--- src/hw/rtl/sps_pkg.sv ---
`timescale 1ns / 1ps

package sps_pkg;

  // request and result field widths
  localparam int VALUE_W = 16;
  localparam int SEL_W   = 2;

  // operation codes
  localparam logic OP_PUSH = 1'b0;
  localparam logic OP_POP  = 1'b1;

  // free-slot search examines this many slots per cycle
  localparam int SCAN_LANES = 8;

  // kind of result written to the output register
  typedef enum logic [1:0] {
    RES_ZERO,
    RES_EMPTY,
    RES_FULL,
    RES_POP
  } sps_res_kind_t;

  // controller to datapath
  typedef struct packed {
    logic          load;       // capture the accepted request
    logic          mem_rd;     // read the slot under the selected top
    logic          push_write; // write slot, link it in, restart search after it
    logic          use_found;  // push slot comes from the search, not alloc pointer
    logic          scan_alloc; // start search at the allocation pointer
    logic          scan_step;  // advance the search by one group
    logic          alloc_set;  // update allocation pointer from search result, or the written slot if none
    logic          pop_commit; // free the top slot and follow its link
    logic          out_load;   // load the output register
    sps_res_kind_t res_kind;
  } sps_cmd_t;

  // datapath to controller
  typedef struct packed {
    logic sel_ok;
    logic is_pop;
    logic top_null;
    logic pool_full;
    logic alloc_free;
    logic found;
    logic exhausted;
  } sps_sts_t;

endpackage

--- src/hw/rtl/sps_in_if.sv ---
`timescale 1ns / 1ps

interface sps_in_if import sps_pkg::*; ();
  logic               valid;
  logic               ready;
  logic               op;
  logic [SEL_W-1:0]   stack_sel;
  logic [VALUE_W-1:0] push_value;

  modport source (output valid, output op, output stack_sel, output push_value,
                  input ready);
  modport sink   (input valid, input op, input stack_sel, input push_value,
                  output ready);
endinterface

--- src/hw/rtl/sps_out_if.sv ---
`timescale 1ns / 1ps

interface sps_out_if import sps_pkg::*; ();
  logic               valid;
  logic               ready;
  logic [VALUE_W-1:0] pop_value;
  logic               stack_empty;
  logic               pool_full;

  modport source (output valid, output pop_value, output stack_empty, output pool_full,
                  input ready);
  modport sink   (input valid, input pop_value, input stack_empty, input pool_full,
                  output ready);
endinterface

--- src/hw/rtl/sps_dp.sv ---
`timescale 1ns / 1ps

module sps_dp import sps_pkg::*; #(
  parameter int POOL_DEPTH = 128,
  parameter int NUM_STACKS = 3
) (
  input  logic               clk,
  input  logic               rst_n,
  input  logic               req_op,
  input  logic [SEL_W-1:0]   req_stack_sel,
  input  logic [VALUE_W-1:0] req_push_value,
  input  sps_cmd_t           cmd,
  output sps_sts_t           sts,
  output logic [VALUE_W-1:0] res_pop_value,
  output logic               res_stack_empty,
  output logic               res_pool_full
);

  localparam int IDX_W = $clog2(POOL_DEPTH);
  localparam int PTR_W = IDX_W + 1;
  localparam int CNT_W = $clog2(POOL_DEPTH + 1);
  localparam int STK_W = (NUM_STACKS > 1) ? $clog2(NUM_STACKS) : 1;
  localparam int LANES = (POOL_DEPTH < SCAN_LANES) ? POOL_DEPTH : SCAN_LANES;
  localparam int MEM_W = PTR_W + VALUE_W;

  localparam logic [PTR_W-1:0] NULL_P  = PTR_W'(POOL_DEPTH);
  localparam logic [CNT_W-1:0] DEPTH_C = CNT_W'(POOL_DEPTH);
  localparam logic [CNT_W-1:0] LANES_C = CNT_W'(LANES);

  // circular wrap of a position below twice the depth
  function automatic logic [IDX_W-1:0] wrap_pos(input logic [PTR_W-1:0] p);
    logic [PTR_W-1:0] q;
    q = (p >= NULL_P) ? (p - NULL_P) : p;
    return q[IDX_W-1:0];
  endfunction

  // request capture
  logic               req_op_r;
  logic [SEL_W-1:0]   req_sel_r;
  logic [VALUE_W-1:0] req_value_r;

  // stack state
  logic [PTR_W-1:0]      tops_r [NUM_STACKS];
  logic [POOL_DEPTH-1:0] occ_r;
  logic [IDX_W-1:0]      alloc_r;
  logic [CNT_W-1:0]      used_r;

  // search and slot memory
  logic [IDX_W-1:0] slot_r;
  logic [IDX_W-1:0] scan_pos_r;
  logic [CNT_W-1:0] scan_rem_r;
  logic [MEM_W-1:0] slot_mem_r [POOL_DEPTH];
  logic [MEM_W-1:0] rd_data_r;

  // output register
  logic [VALUE_W-1:0] out_value_r;
  logic               out_empty_r;
  logic               out_full_r;

  logic               sel_ok;
  logic [STK_W-1:0]   sel_idx;
  logic [PTR_W-1:0]   cur_top;
  logic [IDX_W-1:0]   top_idx;
  logic [IDX_W-1:0]   slot;
  logic [IDX_W-1:0]   lane_pos [LANES];
  logic               found;
  logic [IDX_W-1:0]   found_idx;
  logic [PTR_W-1:0]   rd_link;
  logic [VALUE_W-1:0] rd_value;

  // selected stack
  assign sel_ok  = (32'(req_sel_r) < NUM_STACKS);
  assign sel_idx = STK_W'(req_sel_r);
  assign cur_top = sel_ok ? tops_r[sel_idx] : NULL_P;
  assign top_idx = cur_top[IDX_W-1:0];
  assign slot    = cmd.use_found ? found_idx : alloc_r;
  assign rd_link  = rd_data_r[MEM_W-1:VALUE_W];
  assign rd_value = rd_data_r[VALUE_W-1:0];

  // one group of slots per cycle, first free slot from the search position wins
  always_comb begin
    for (int i = 0; i < LANES; i++) begin
      lane_pos[i] = wrap_pos({1'b0, scan_pos_r} + PTR_W'(i));
    end
  end

  always_comb begin
    found     = 1'b0;
    found_idx = scan_pos_r;
    for (int i = LANES - 1; i >= 0; i--) begin
      if (!occ_r[lane_pos[i]] && (CNT_W'(i) < scan_rem_r)) begin
        found     = 1'b1;
        found_idx = lane_pos[i];
      end
    end
  end

  // status to the controller
  always_comb begin
    sts.sel_ok     = sel_ok;
    sts.is_pop     = (req_op_r == OP_POP);
    sts.top_null   = (cur_top >= NULL_P);
    sts.pool_full  = (used_r >= DEPTH_C);
    sts.alloc_free = !occ_r[alloc_r];
    sts.found      = found;
    sts.exhausted  = !found && (scan_rem_r <= LANES_C);
  end

  // stack tops, occupancy map, allocation pointer and fill count
  always_ff @(posedge clk) begin
    if (!rst_n) begin
      for (int s = 0; s < NUM_STACKS; s++) begin
        tops_r[s] <= NULL_P;
      end
      occ_r   <= '0;
      alloc_r <= '0;
      used_r  <= '0;
    end else begin
      if (cmd.push_write) begin
        occ_r[slot]     <= 1'b1;
        tops_r[sel_idx] <= {1'b0, slot};
        used_r          <= used_r + 1'b1;
      end
      if (cmd.pop_commit) begin
        occ_r[top_idx]  <= 1'b0;
        tops_r[sel_idx] <= (rd_link >= NULL_P) ? NULL_P : rd_link;
        if (occ_r[top_idx] && (used_r != '0)) begin
          used_r <= used_r - 1'b1;
        end
      end
      if (cmd.alloc_set) begin
        alloc_r <= found ? found_idx : slot_r;
      end
    end
  end

  // request capture and search position
  always_ff @(posedge clk) begin
    if (cmd.load) begin
      req_op_r    <= req_op;
      req_sel_r   <= req_stack_sel;
      req_value_r <= req_push_value;
    end
    if (cmd.push_write) begin
      slot_r     <= slot;
      scan_pos_r <= wrap_pos({1'b0, slot} + PTR_W'(1));
      scan_rem_r <= DEPTH_C;
    end else if (cmd.scan_alloc) begin
      scan_pos_r <= alloc_r;
      scan_rem_r <= DEPTH_C;
    end else if (cmd.scan_step) begin
      scan_pos_r <= wrap_pos({1'b0, scan_pos_r} + PTR_W'(LANES));
      scan_rem_r <= (scan_rem_r > LANES_C) ? (scan_rem_r - LANES_C) : '0;
    end
  end

  // slot memory: value and link below
  always_ff @(posedge clk) begin
    if (cmd.push_write) begin
      slot_mem_r[slot] <= {cur_top, req_value_r};
    end
    if (cmd.mem_rd) begin
      rd_data_r <= slot_mem_r[top_idx];
    end
  end

  // result register
  always_ff @(posedge clk) begin
    if (cmd.out_load) begin
      case (cmd.res_kind)
        RES_POP: begin
          out_value_r <= rd_value;
          out_empty_r <= 1'b0;
          out_full_r  <= 1'b0;
        end
        RES_EMPTY: begin
          out_value_r <= '0;
          out_empty_r <= 1'b1;
          out_full_r  <= 1'b0;
        end
        RES_FULL: begin
          out_value_r <= '0;
          out_empty_r <= 1'b0;
          out_full_r  <= 1'b1;
        end
        default: begin
          out_value_r <= '0;
          out_empty_r <= 1'b0;
          out_full_r  <= 1'b0;
        end
      endcase
    end
  end

  assign res_pop_value   = out_value_r;
  assign res_stack_empty = out_empty_r;
  assign res_pool_full   = out_full_r;

endmodule

--- src/hw/rtl/sps_ctrl.sv ---
`timescale 1ns / 1ps

module sps_ctrl import sps_pkg::*; (
  input  logic     clk,
  input  logic     rst_n,
  input  logic     in_valid,
  output logic     in_ready,
  output logic     out_valid,
  input  logic     out_ready,
  input  sps_sts_t sts,
  output sps_cmd_t cmd
);

  typedef enum logic [2:0] {
    ST_IDLE,
    ST_DECODE,
    ST_SCAN_SLOT,
    ST_SCAN_NEXT,
    ST_POP_RD,
    ST_HOLD
  } state_t;

  state_t        state_r, state_nxt;
  logic          in_ready_r, in_ready_nxt;
  logic          out_valid_r, out_valid_nxt;
  sps_res_kind_t res_kind_r, res_kind_nxt;

  logic          fin;
  sps_res_kind_t fin_kind;
  logic          out_free;

  assign out_free = !out_valid_r || out_ready;

  // next state and commands
  always_comb begin
    state_nxt    = state_r;
    in_ready_nxt = in_ready_r;
    res_kind_nxt = res_kind_r;
    cmd          = '0;
    cmd.res_kind = RES_ZERO;
    fin          = 1'b0;
    fin_kind     = RES_ZERO;

    case (state_r)
      ST_IDLE: begin
        if (in_valid && in_ready_r) begin
          cmd.load     = 1'b1;
          in_ready_nxt = 1'b0;
          state_nxt    = ST_DECODE;
        end
      end
      ST_DECODE: begin
        if (!sts.sel_ok) begin
          fin = 1'b1;
        end else if (sts.is_pop) begin
          if (sts.top_null) begin
            fin      = 1'b1;
            fin_kind = RES_EMPTY;
          end else begin
            cmd.mem_rd = 1'b1;
            state_nxt  = ST_POP_RD;
          end
        end else if (sts.pool_full) begin
          fin      = 1'b1;
          fin_kind = RES_FULL;
        end else if (sts.alloc_free) begin
          cmd.push_write = 1'b1;
          state_nxt      = ST_SCAN_NEXT;
        end else begin
          cmd.scan_alloc = 1'b1;
          state_nxt      = ST_SCAN_SLOT;
        end
      end
      // search for the slot to write
      ST_SCAN_SLOT: begin
        if (sts.found) begin
          cmd.push_write = 1'b1;
          cmd.use_found  = 1'b1;
          state_nxt      = ST_SCAN_NEXT;
        end else begin
          cmd.scan_step = 1'b1;
        end
      end
      // search for the next free slot after the one written
      ST_SCAN_NEXT: begin
        if (sts.found || sts.exhausted) begin
          cmd.alloc_set = 1'b1;
          fin           = 1'b1;
        end else begin
          cmd.scan_step = 1'b1;
        end
      end
      ST_POP_RD: begin
        cmd.pop_commit = 1'b1;
        fin            = 1'b1;
        fin_kind       = RES_POP;
      end
      ST_HOLD: begin
        fin      = 1'b1;
        fin_kind = res_kind_r;
      end
      default: begin
        state_nxt = ST_IDLE;
      end
    endcase

    // hand the result to the output register, or park it
    if (fin) begin
      if (out_free) begin
        cmd.out_load = 1'b1;
        cmd.res_kind = fin_kind;
        in_ready_nxt = 1'b1;
        state_nxt    = ST_IDLE;
      end else begin
        res_kind_nxt = fin_kind;
        state_nxt    = ST_HOLD;
      end
    end
  end

  always_comb begin
    if (cmd.out_load) begin
      out_valid_nxt = 1'b1;
    end else if (out_ready) begin
      out_valid_nxt = 1'b0;
    end else begin
      out_valid_nxt = out_valid_r;
    end
  end

  // state and registered outputs
  always_ff @(posedge clk) begin
    if (!rst_n) begin
      state_r     <= ST_IDLE;
      in_ready_r  <= 1'b1;
      out_valid_r <= 1'b0;
      res_kind_r  <= RES_ZERO;
    end else begin
      state_r     <= state_nxt;
      in_ready_r  <= in_ready_nxt;
      out_valid_r <= out_valid_nxt;
      res_kind_r  <= res_kind_nxt;
    end
  end

  assign in_ready  = in_ready_r;
  assign out_valid = out_valid_r;

endmodule

--- src/hw/rtl/shared_pool_multi_stack.sv ---
`timescale 1ns / 1ps

// NUM_STACKS LIFO stacks sharing one pool of POOL_DEPTH slots. Each request is a push of
// push_value or a pop of the stack named by stack_sel and gives exactly one result: the
// popped value, or stack_empty for a pop of an empty stack, or pool_full for a push with
// no free slot; a stack_sel beyond the last stack changes nothing and returns all zeros.
// One request is worked on at a time. A pop issues the registered read of the slot memory,
// then frees the top slot and loads the popped value. A push writes its slot, then the
// free-slot search runs on from it in groups of 8 slots, covering up to POOL_DEPTH/8
// groups once the pool is nearly full; when the allocation pointer sits on an occupied
// slot, a first search in the same groups finds the slot to write. The search examines 8
// entries of the occupancy map per cycle. The next request is taken while a result
// still waits in the output register; a finished result waits only when that register
// is still occupied. Reset clears the occupancy map at once, so no clearing pass follows.
module shared_pool_multi_stack import sps_pkg::*; #(
  parameter int POOL_DEPTH = 128,
  parameter int NUM_STACKS = 3
) (
  input  logic             clk,
  input  logic             rst_n,
  sps_in_if.sink           in_ch,
  sps_out_if.source        out_ch
);

  sps_cmd_t cmd;
  sps_sts_t sts;

  // controller
  sps_ctrl u_ctrl (
    .clk       (clk),
    .rst_n     (rst_n),
    .in_valid  (in_ch.valid),
    .in_ready  (in_ch.ready),
    .out_valid (out_ch.valid),
    .out_ready (out_ch.ready),
    .sts       (sts),
    .cmd       (cmd)
  );

  // datapath
  sps_dp #(
    .POOL_DEPTH (POOL_DEPTH),
    .NUM_STACKS (NUM_STACKS)
  ) u_dp (
    .clk             (clk),
    .rst_n           (rst_n),
    .req_op          (in_ch.op),
    .req_stack_sel   (in_ch.stack_sel),
    .req_push_value  (in_ch.push_value),
    .cmd             (cmd),
    .sts             (sts),
    .res_pop_value   (out_ch.pop_value),
    .res_stack_empty (out_ch.stack_empty),
    .res_pool_full   (out_ch.pool_full)
  );

  // a push never writes into a full pool
  a_no_push_when_full: assert property (@(posedge clk) disable iff (!rst_n)
    cmd.push_write |-> !sts.pool_full)
    else $error("push write with pool full");

  // a slot taken straight from the allocation pointer must be free
  a_alloc_slot_free: assert property (@(posedge clk) disable iff (!rst_n)
    (cmd.push_write && !cmd.use_found) |-> sts.alloc_free)
    else $error("push into occupied allocation slot");

  // a pop only commits against a non-empty stack
  a_pop_has_top: assert property (@(posedge clk) disable iff (!rst_n)
    cmd.pop_commit |-> (sts.sel_ok && !sts.top_null))
    else $error("pop commit on empty stack");

  // the output register is never overwritten while its result is pending
  a_out_not_clobbered: assert property (@(posedge clk) disable iff (!rst_n)
    cmd.out_load |-> (!out_ch.valid || out_ch.ready))
    else $error("output register overwritten");

endmodule

--- src/flat_wrapper.sv ---
// flat-port wrapper written by rule: the top's interface ports become plain ports
module shared_pool_multi_stack_flat import sps_pkg::*;
#(
  parameter int POOL_DEPTH = 128,
  parameter int NUM_STACKS = 3
)
  (clk, rst_n, in_ch_valid, in_ch_op, in_ch_stack_sel, in_ch_push_value, in_ch_ready, out_ch_valid, out_ch_pop_value, out_ch_stack_empty, out_ch_pool_full, out_ch_ready);
  sps_in_if in_ch_i ();
  sps_out_if out_ch_i ();
  input  logic clk;
  input  logic rst_n;
  input wire logic [$bits(in_ch_i.valid)-1:0] in_ch_valid;
  input wire logic [$bits(in_ch_i.op)-1:0] in_ch_op;
  input wire logic [$bits(in_ch_i.stack_sel)-1:0] in_ch_stack_sel;
  input wire logic [$bits(in_ch_i.push_value)-1:0] in_ch_push_value;
  output wire logic [$bits(in_ch_i.ready)-1:0] in_ch_ready;
  output wire logic [$bits(out_ch_i.valid)-1:0] out_ch_valid;
  output wire logic [$bits(out_ch_i.pop_value)-1:0] out_ch_pop_value;
  output wire logic [$bits(out_ch_i.stack_empty)-1:0] out_ch_stack_empty;
  output wire logic [$bits(out_ch_i.pool_full)-1:0] out_ch_pool_full;
  input wire logic [$bits(out_ch_i.ready)-1:0] out_ch_ready;
  assign in_ch_i.valid = in_ch_valid;
  assign in_ch_i.op = in_ch_op;
  assign in_ch_i.stack_sel = in_ch_stack_sel;
  assign in_ch_i.push_value = in_ch_push_value;
  assign in_ch_ready = in_ch_i.ready;
  assign out_ch_valid = out_ch_i.valid;
  assign out_ch_pop_value = out_ch_i.pop_value;
  assign out_ch_stack_empty = out_ch_i.stack_empty;
  assign out_ch_pool_full = out_ch_i.pool_full;
  assign out_ch_i.ready = out_ch_ready;
  shared_pool_multi_stack #(.POOL_DEPTH(POOL_DEPTH), .NUM_STACKS(NUM_STACKS)) u_core (.clk(clk), .rst_n(rst_n), .in_ch(in_ch_i), .out_ch(out_ch_i));
endmodule
--- config.mk ---
export PLATFORM = sky130hd
export DESIGN_NAME = shared_pool_multi_stack_flat
export DESIGN_NICKNAME = d
export VERILOG_FILES = /design/src/hw/rtl/sps_pkg.sv /design/src/hw/rtl/sps_in_if.sv /design/src/hw/rtl/sps_out_if.sv /design/src/hw/rtl/sps_dp.sv /design/src/hw/rtl/sps_ctrl.sv /design/src/hw/rtl/shared_pool_multi_stack.sv /design/src/flat_wrapper.sv
export SDC_FILE = /design/constraint.sdc
export NUM_CORES = 2
export LEC_CHECK = 0
export CAP_MARGIN = 10
export CORE_MARGIN = 2
export CORE_UTILIZATION = 35
export DETAILED_ROUTE_END_ITERATION = 8
export DONT_BUFFER_PORTS = 1
export PLACE_DENSITY_LB_ADDON = 0.2
export SETUP_SLACK_MARGIN = 0.15
export SLEW_MARGIN = 20
export SYNTH_ARGS = -nofsm -noshare
export SYNTH_HDL_FRONTEND = slang
export SYNTH_SLANG_ARGS = --single-unit
--- constraint.sdc ---
create_clock -name clk -period 9.29 [get_ports clk]
set_input_delay 0.929 -clock clk [delete_from_list [all_inputs] [get_ports clk]]
set_output_delay 0.929 -clock clk [all_outputs]
set_load 0.01 [all_outputs]
Word level (Yosys, flattened, before mapping)
Memories as Yosys holds them, arrays and structs flattened. A register that Yosys moved wholly into a read port is not among the register bits.
Index checks and enable logic that the tools add are counted.
{"block": "op_classes", "n_addsub": 22, "magnitude_cmp": 37, "eq_ne": 14, "muxes": 130, "bitwise": 5, "reduce_logical": 35}
{"operator": "$mux 128", "count": 3}
{"operator": "$mux 7", "count": 23}
{"operator": "$and 128x128->128", "count": 1}
{"operator": "$not 128->128", "count": 1}
{"operator": "$or 128x128->128", "count": 1}
{"operator": "$ge 8x8->1 const B", "count": 12}
{"operator": "$lt 7x8->1 const B", "count": 11}
{"operator": "$bmux 1 s7", "count": 10}
{"operator": "$sub 7x1->7 const B", "count": 10}
{"operator": "$mux 8", "count": 8}
{"operator": "$mux 1", "count": 62}
{"operator": "$add 7x3->8 const B", "count": 4}
{"operator": "$lt 3x8->1 const A", "count": 4}
{"operator": "$mux 3", "count": 10}
{"operator": "$add 7x1->8 const B", "count": 2}
{"operator": "$add 7x2->8 const B", "count": 2}
{"operator": "$lt 1x8->1 const A", "count": 2}
{"operator": "$lt 2x8->1 const A", "count": 2}
{"operator": "$demux 1 s7", "count": 2}
{"operator": "$ge 7x1->1 const B", "count": 2}
{"operator": "$mux 2", "count": 7}
{"operator": "$logic_and 1x1->1", "count": 13}
{"operator": "$pmux 3 s4", "count": 1}
{"operator": "$logic_not 1->1", "count": 10}
{"operator": "31 further kinds", "count": 40}
{"block": "word_totals", "register_bits": 209, "ram_bits": 3096, "inputBits": 23, "output_inout_bits": 20, "word_cells": 261, "mem_count": 2}
{"name": "u_core.u_dp.slot_mem_r", "words": 128, "width": 24, "read_ports": 1, "rd_ports_with_merged_regs": 1, "write_ports": 1, "line_no": "sps_dp.sv:52", "text": "logic [MEM_W-1:0] slot_mem_r [POOL_DEPTH];"}
{"name": "u_core.u_dp.tops_r", "words": 3, "width": 8, "read_ports": 1, "rd_ports_with_merged_regs": 1, "write_ports": 3, "line_no": "sps_dp.sv:43", "text": "logic [PTR_W-1:0] tops_r [NUM_STACKS];"}

Depth between registers and ports, before layout
{"block": "depth", "depth_word": 27, "depth_mapped": 27, "depth_no_buf": 16}

Cells and area by module
From an unflattened synthesis, not the netlist that was laid out.
{"block": "unflattened", "hier_cells": 7206, "hier_area_um2": 129937.1}
{"mod": "sps_dp", "n_inst": 1, "cells_per_inst": 7138, "area_each_um2": 129332.8, "seq_area_each_um2": 98464.4}
{"mod": "sps_ctrl", "n_inst": 1, "cells_per_inst": 68, "area_each_um2": 604.3, "seq_area_each_um2": 140.1}

Worst setup path before layout
No wires, ideal clock.
{"block": "synth_path", "kind": "reg2reg", "startpoint": "reg u_core.u_dp.scan_pos_r[0]", "endpoint": "reg u_core.u_dp.occ_r[52]", "t_arrival_ns": 7.445, "required_ns": 9.225, "slack_ns": 1.779, "path_stages_with_launch": 26, "path_cell_list": "edfxtp_1 -> buf_6 -> buf_6 -> inv_1 -> buf_2 -> buf_2 -> ha_1 -> buf_2 -> buf_2 -> buf_2 -> mux4_2 -> o21ai_0 -> o2111ai_1 -> o2111ai_2 -> o211ai_2 -> nor4_4 -> buf_6 -> mux2_2 -> o22ai_1 -> o41ai_4 -> mux2i_1 -> buf_2 -> nand3b_1 -> buf_2 -> nor3_1 -> o221a_2"}
{"block": "synth_via", "elab_chain_cells": 27, "elab_cells_between_ends": 93, "classes_between": "15 x add/sub; 10 x order compare; 49 x mux; 2 x bitwise; 17 x reduce/logical"}
{"item": "start: declaration", "line_no": "sps_dp.sv:50", "text": "logic [IDX_W-1:0] scan_pos_r;"}
{"item": "start signal: assignment", "line_no": "sps_dp.sv:146", "text": "scan_pos_r <= wrap_pos({1'b0, slot} + PTR_W'(1));"}
{"item": "start signal: assignment", "line_no": "sps_dp.sv:149", "text": "scan_pos_r <= alloc_r;"}
{"item": "start signal: assignment", "line_no": "sps_dp.sv:152", "text": "scan_pos_r <= wrap_pos({1'b0, scan_pos_r} + PTR_W'(LANES));"}
{"item": "$add 7x3->8", "line_no": "sps_dp.sv:83", "text": "lane_pos[i] = wrap_pos({1'b0, scan_pos_r} + PTR_W'(i));"}
{"item": "$sub 7x1->7 / $ge 8x8->1 (equally long branches)", "line_no": "sps_dp.sv:33", "text": "q = (p >= NULL_P) ? (p - NULL_P) : p;"}
{"item": "$mux 7", "line_no": "sps_dp.sv:33"}
{"item": "$bmux 1 s7", "line_no": "sps_dp.sv:91", "text": "if (!occ_r[lane_pos[i]] && (CNT_W'(i) < scan_rem_r)) begin"}
{"item": "$mux 1 (implied by the code)", "line_no": "sps_dp.sv:91"}
{"item": "$logic_not 1->1", "line_no": "sps_dp.sv:91"}
{"item": "$logic_and 1x1->1", "line_no": "sps_dp.sv:91"}
{"item": "$mux 1 (8 in series)", "line_no": "sps_dp.sv:91"}
{"item": "(+4 left out)"}
{"item": "$logic_and 1x1->1 (implied by the code)", "line_no": "sps_dp.sv:120", "text": "occ_r[slot] <= 1'b1;"}
{"item": "$mux 1 (implied by the code)", "line_no": "sps_dp.sv:120"}
{"item": "$demux 1 s7", "line_no": "sps_dp.sv:120"}
{"item": "$or 128x128->128 (no line)"}
{"item": "$mux 128 *", "line_no": "sps_dp.sv:119", "text": "if (cmd.push_write) begin"}
{"item": "$mux 128 *", "line_no": "sps_dp.sv:111", "text": "if (!rst_n) begin"}
{"item": "$and 128x128->128 (no line)"}
{"item": "$mux 128 *", "line_no": "sps_dp.sv:124", "text": "if (cmd.pop_commit) begin"}
{"item": "end signal: assignment", "line_no": "sps_dp.sv:115", "text": "occ_r <= '0;"}
{"item": "end signal: indexed assignment", "line_no": "sps_dp.sv:120"}
{"item": "end signal: indexed assignment", "line_no": "sps_dp.sv:125", "text": "occ_r[top_idx] <= 1'b0;"}
{"item": "end: declaration", "line_no": "sps_dp.sv:44", "text": "logic [POOL_DEPTH-1:0] occ_r;"}
Every way passes the cells marked *; elsewhere a longest branch is shown, timed or not. The select of a mux whose other input is x is not followed.
A chain may end at the register's enable or synchronous reset.

Final worst setup path
{"block": "layout_path", "startpoint": "reg u_core.u_dp.scan_pos_r[1]", "endpoint": "mem u_core.u_dp.slot_mem_r[4][21] (netlist name) (enable)"}
{"block": "layout_via", "elab_chain_cells": 19, "elab_cells_between_ends": 85, "classes_between": "15 x add/sub; 8 x order compare; 46 x mux; 16 x reduce/logical"}
{"item": "$add 7x3->8", "line_no": "sps_dp.sv:83"}
{"item": "$sub 7x1->7 / $ge 8x8->1 (equally long branches)", "line_no": "sps_dp.sv:33"}
{"item": "$mux 7", "line_no": "sps_dp.sv:33"}
{"item": "$bmux 1 s7", "line_no": "sps_dp.sv:91"}
{"item": "$mux 1 (implied by the code)", "line_no": "sps_dp.sv:91"}
{"item": "$logic_not 1->1", "line_no": "sps_dp.sv:91"}
{"item": "$logic_and 1x1->1", "line_no": "sps_dp.sv:91"}
{"item": "$mux 1 (8 in series)", "line_no": "sps_dp.sv:91"}
{"item": "$mux 2", "line_no": "sps_ctrl.sv:76", "text": "if (sts.found) begin"}
{"item": "$pmux 1 s2", "line_no": "sps_ctrl.sv:44", "text": "case (state_r)"}
{"item": "$mux 1", "line_no": "sps_dp.sv:159", "text": "if (cmd.push_write) begin"}
{"item": "$mux 1 (implied by the code)", "line_no": "sps_dp.sv:160", "text": "slot_mem_r[slot] <= {cur_top, req_value_r};"}
{"item": "end: declaration", "line_no": "sps_dp.sv:52"}
Parallel ways exist; a longest one is shown, timed or not. The select of a mux whose other input is x is not followed.

==> flow_metrics.tcl <==
set metrics [dict create \
    setup_viol_count_final 0 \
    worstMarginPinSlew_ns 1.45 \
    final_common_cell "edfxtp_1" \
    pre_cts_slack_ns 1.54 \
    async_reset_ff_share_pct 0 \
    path_class "reg -> reg" \
    max_freq_mhz 128 \
    synth_nets 7808 \
    die_area_sq_um 379000 \
    critPathArrivalTime_ns 8.40 \
    setup_ws_ns 1.45 \
    layout_min_cycle_time_ns 7.84 \
    io_pins 43 \
    first_pass_iters 9 \
    cts_hold_buf 18 \
    maxCapViolations 0 \
    grt_overflow 0 \
    ys_ff_latch 3336 \
    die_h_um 616 \
    rows 224 \
    worst_ep_required_time_ns 9.85 \
    cellPowerDensity_nw_per_um2 256 \
    peakVddDrop_uv 163 \
    fp.coreArea_sq_um 372000 \
    fp.dieW_um 616 \
    cts.path.max_buffers 4 \
    timing.hold.ws_ns 0.0880 \
    worstSetupStartpointType "register" \
    cts-root-buf "clkbuf_16" \
    hold_viol 0 \
    drc 0 \
    cp_max_fo 61 \
    grtUsageTotal_pct 24.8 \
    worstSkewPairLatency_ns 0.99 \
    place_inst 12600 \
    setup_tns_ns 0 \
    cts_tree "built" \
    layout.nets 8022 \
    stdcell_count 13300 \
    drive_gt1_share_pct 17.5 \
    grt_pass1_vias 78200 \
    synth_edf_count 3179 \
    via_per_inst 6.19 \
    placement.io_buffers 0 \
    dp_hpwl_um 293000 \
    finClkSkew_ns 0.0878 \
    place_congestion 0.983 \
    start_util_pct 35.2 \
    clk_pin_slew_worst_paths_ns 0.07 \
    mappedNetlistArea_sq_um 131000 \
    final_cell_area_sq_um 152000 \
    clock-sinks 3336 \
    htree_levels 5 \
    ctsResizeCount 0 \
    min-delay-path-class "in -> reg" \
    outcome "completed" \
    rsz0062_at_grt "false" \
    grt_start_max_net_pins 158 \
    yosys_warnings 0 \
    ys_types 105 \
    drt_iter0_drc 13500 \
    slew_violations 0 \
    slew_headroom_pct 3.51 \
    cts_setup_buffers 0 \
    drtAntennaViolNets 0 \
    end_kind "register" \
    synth-seq-area-share_pct 75.2 \
    syn-instance-count 7768 \
    numCtsBuffers 353 \
    place_area_sq_um 140000 \
    grt_pass1_wl_um 663000 \
    wirelength_um 484000 \
    fin_crit_sh_pct 84.3 \
    syn_to_final_growth_pct 15.7 \
    leakagePower_nw 47.1 \
    synth_ff_type "edfxtp_1" \
    layout_common_cells "edfxtp_1 (3179), a22oi_1 (520), a222oi_1 (387), buf_4 (375), clkbuf_16 (359)" \
    syn_avg_cell_area_sq_um 16.9 \
    vias 82100 \
    wl_per_cell_um 36.5 \
    antenna_found_initial 34 \
]
==> logic make-up after synthesis <==
| group | share of synthesized area (%) |
|---|---|
| fa+ha+maj | 0.162 |
| buf+inv | 2.02 |
| compound gates | 13.4 |
| xor+xnor | 0.372 |
| flops | 75.2 |
| simple gates | 4.33 |
| mux | 4.44 |
==> registers in the layout (all words and copies together), names as in the netlist, named ones only <==
signal	flops
u_core.u_dp.req_op_r	1
u_core.u_dp.slot_r	7
u_core.u_dp.res_pool_full	1
u_core.u_dp.req_value_r	16
u_core.u_ctrl.out_valid	1
u_core.u_ctrl.res_kind_r	2
u_core.u_dp.req_sel_r	2
u_core.u_dp.alloc_r	7
u_core.u_dp.res_pop_value	16
u_core.u_dp.scan_pos_r	7
u_core.u_ctrl.in_ready	1
u_core.u_ctrl.state_r	3
u_core.u_dp.res_stack_empty	1
u_core.u_dp.rd_data_r	24
u_core.u_dp.occ_r	128
u_core.u_dp.slot_mem_r	3072
u_core.u_dp.used_r	8
u_core.u_dp.tops_r	32
u_core.u_dp.scan_rem_r	5
==> critical path: stages, from the launching register on <==
cell	delay [ns]
edfxtp_1	0.38
buf_4	0.69
ha_1	0.68
nand3b_1	0.34
nand2_1	0.43
mux4_2	0.56
o2111ai_2	0.25
o211ai_2	0.18
nor4_4	0.80
mux2_2	0.42
o22ai_1	0.25
o41ai_4	0.17
mux2i_2	0.50
nand3b_1	0.56
buf_4	0.40
nor3_2	0.29
buf_4	0.44
==> stage by stage <==
step                utilization, %  power [mW]
floorplan                        -        21.3
global placement              37.5        25.1
detailed placement            37.6        25.1
CTS                           40.7        39.0
global route                  40.7        39.9
finish                        40.7        38.9
==> path summary, 6_finish.rpt <==
kind	end	slack [ns]	cells after the start	from
hold / removal	u_core.u_dp.req_value_r[13]	0.09	0	in_ch_push_value[13]
setup reg to reg	u_core.u_dp.slot_mem_r[4][21]	1.45	16	u_core.u_dp.scan_pos_r[1]
setup / recovery	u_core.u_dp.slot_mem_r[4][21]	1.45	16	u_core.u_dp.scan_pos_r[1]
hold reg to reg	u_core.u_dp.used_r[6]	0.50	2	u_core.u_dp.used_r[6]
==> Yosys cell counts (all sizes together), types with 9 or more instances <==
library cell,instances,share of area [%]
nand2b,24,0.11
or3,18,0.086
o21ai,84,0.32
dfxtp,157,2.4
o41ai,13,0.10
nand3b,11,0.066
a22oi,520,3.0
o22ai,149,0.71
buf,207,0.79
a311oi,9,0.070
clkbuf,381,1.1
and3,16,0.076
nor4,31,0.16
o2111ai,11,0.078
o31ai,37,0.22
and2,35,0.17
a22o,145,0.97
xor2,18,0.13
nor2,198,0.60
nor2b,15,0.072
a221oi,146,0.98
a211oi,11,0.063
nand2,340,0.97
mux2i,187,1.4
inv,44,0.13
mux2,28,0.24
a31oi,155,0.75
ha,17,0.16
nand3,249,0.95
a222oi,387,3.0
mux4,161,2.8
xnor2,36,0.25
edfxtp,3179,73
a2111oi,24,0.18
a211o,11,0.074
nand4,40,0.19
nor3,111,0.53
a21oi,231,0.89
o221a,128,1.1
a41oi,52,0.35
or2,12,0.057
o211ai,9,0.055
==> routing by layer <==
layer	GRT usage [%]	share of wire [%]
met4	9.96	4.5
met2	37.4	44
met3	4.50	9.2
met1	35.4	42
met5	0	0.017
==> cell type report <==
type                    instances  area, sq um
fillers                     33200       221000
inverters                      47          189
well taps                    4972         6220
clock inverters               195         2000
diodes                         11         27.5
repair buffers                447         4090
flip-flops and latches       3336        98600
clock buffers                 453         9440
multi-input cells            3797        31100
==> power by group <==
part           switching [mW]  internal, mW
Sequential              0.105          17.1
Combinational            5.76          1.92
Clock                    5.94          8.02
(Power assumes the default switching activity.)
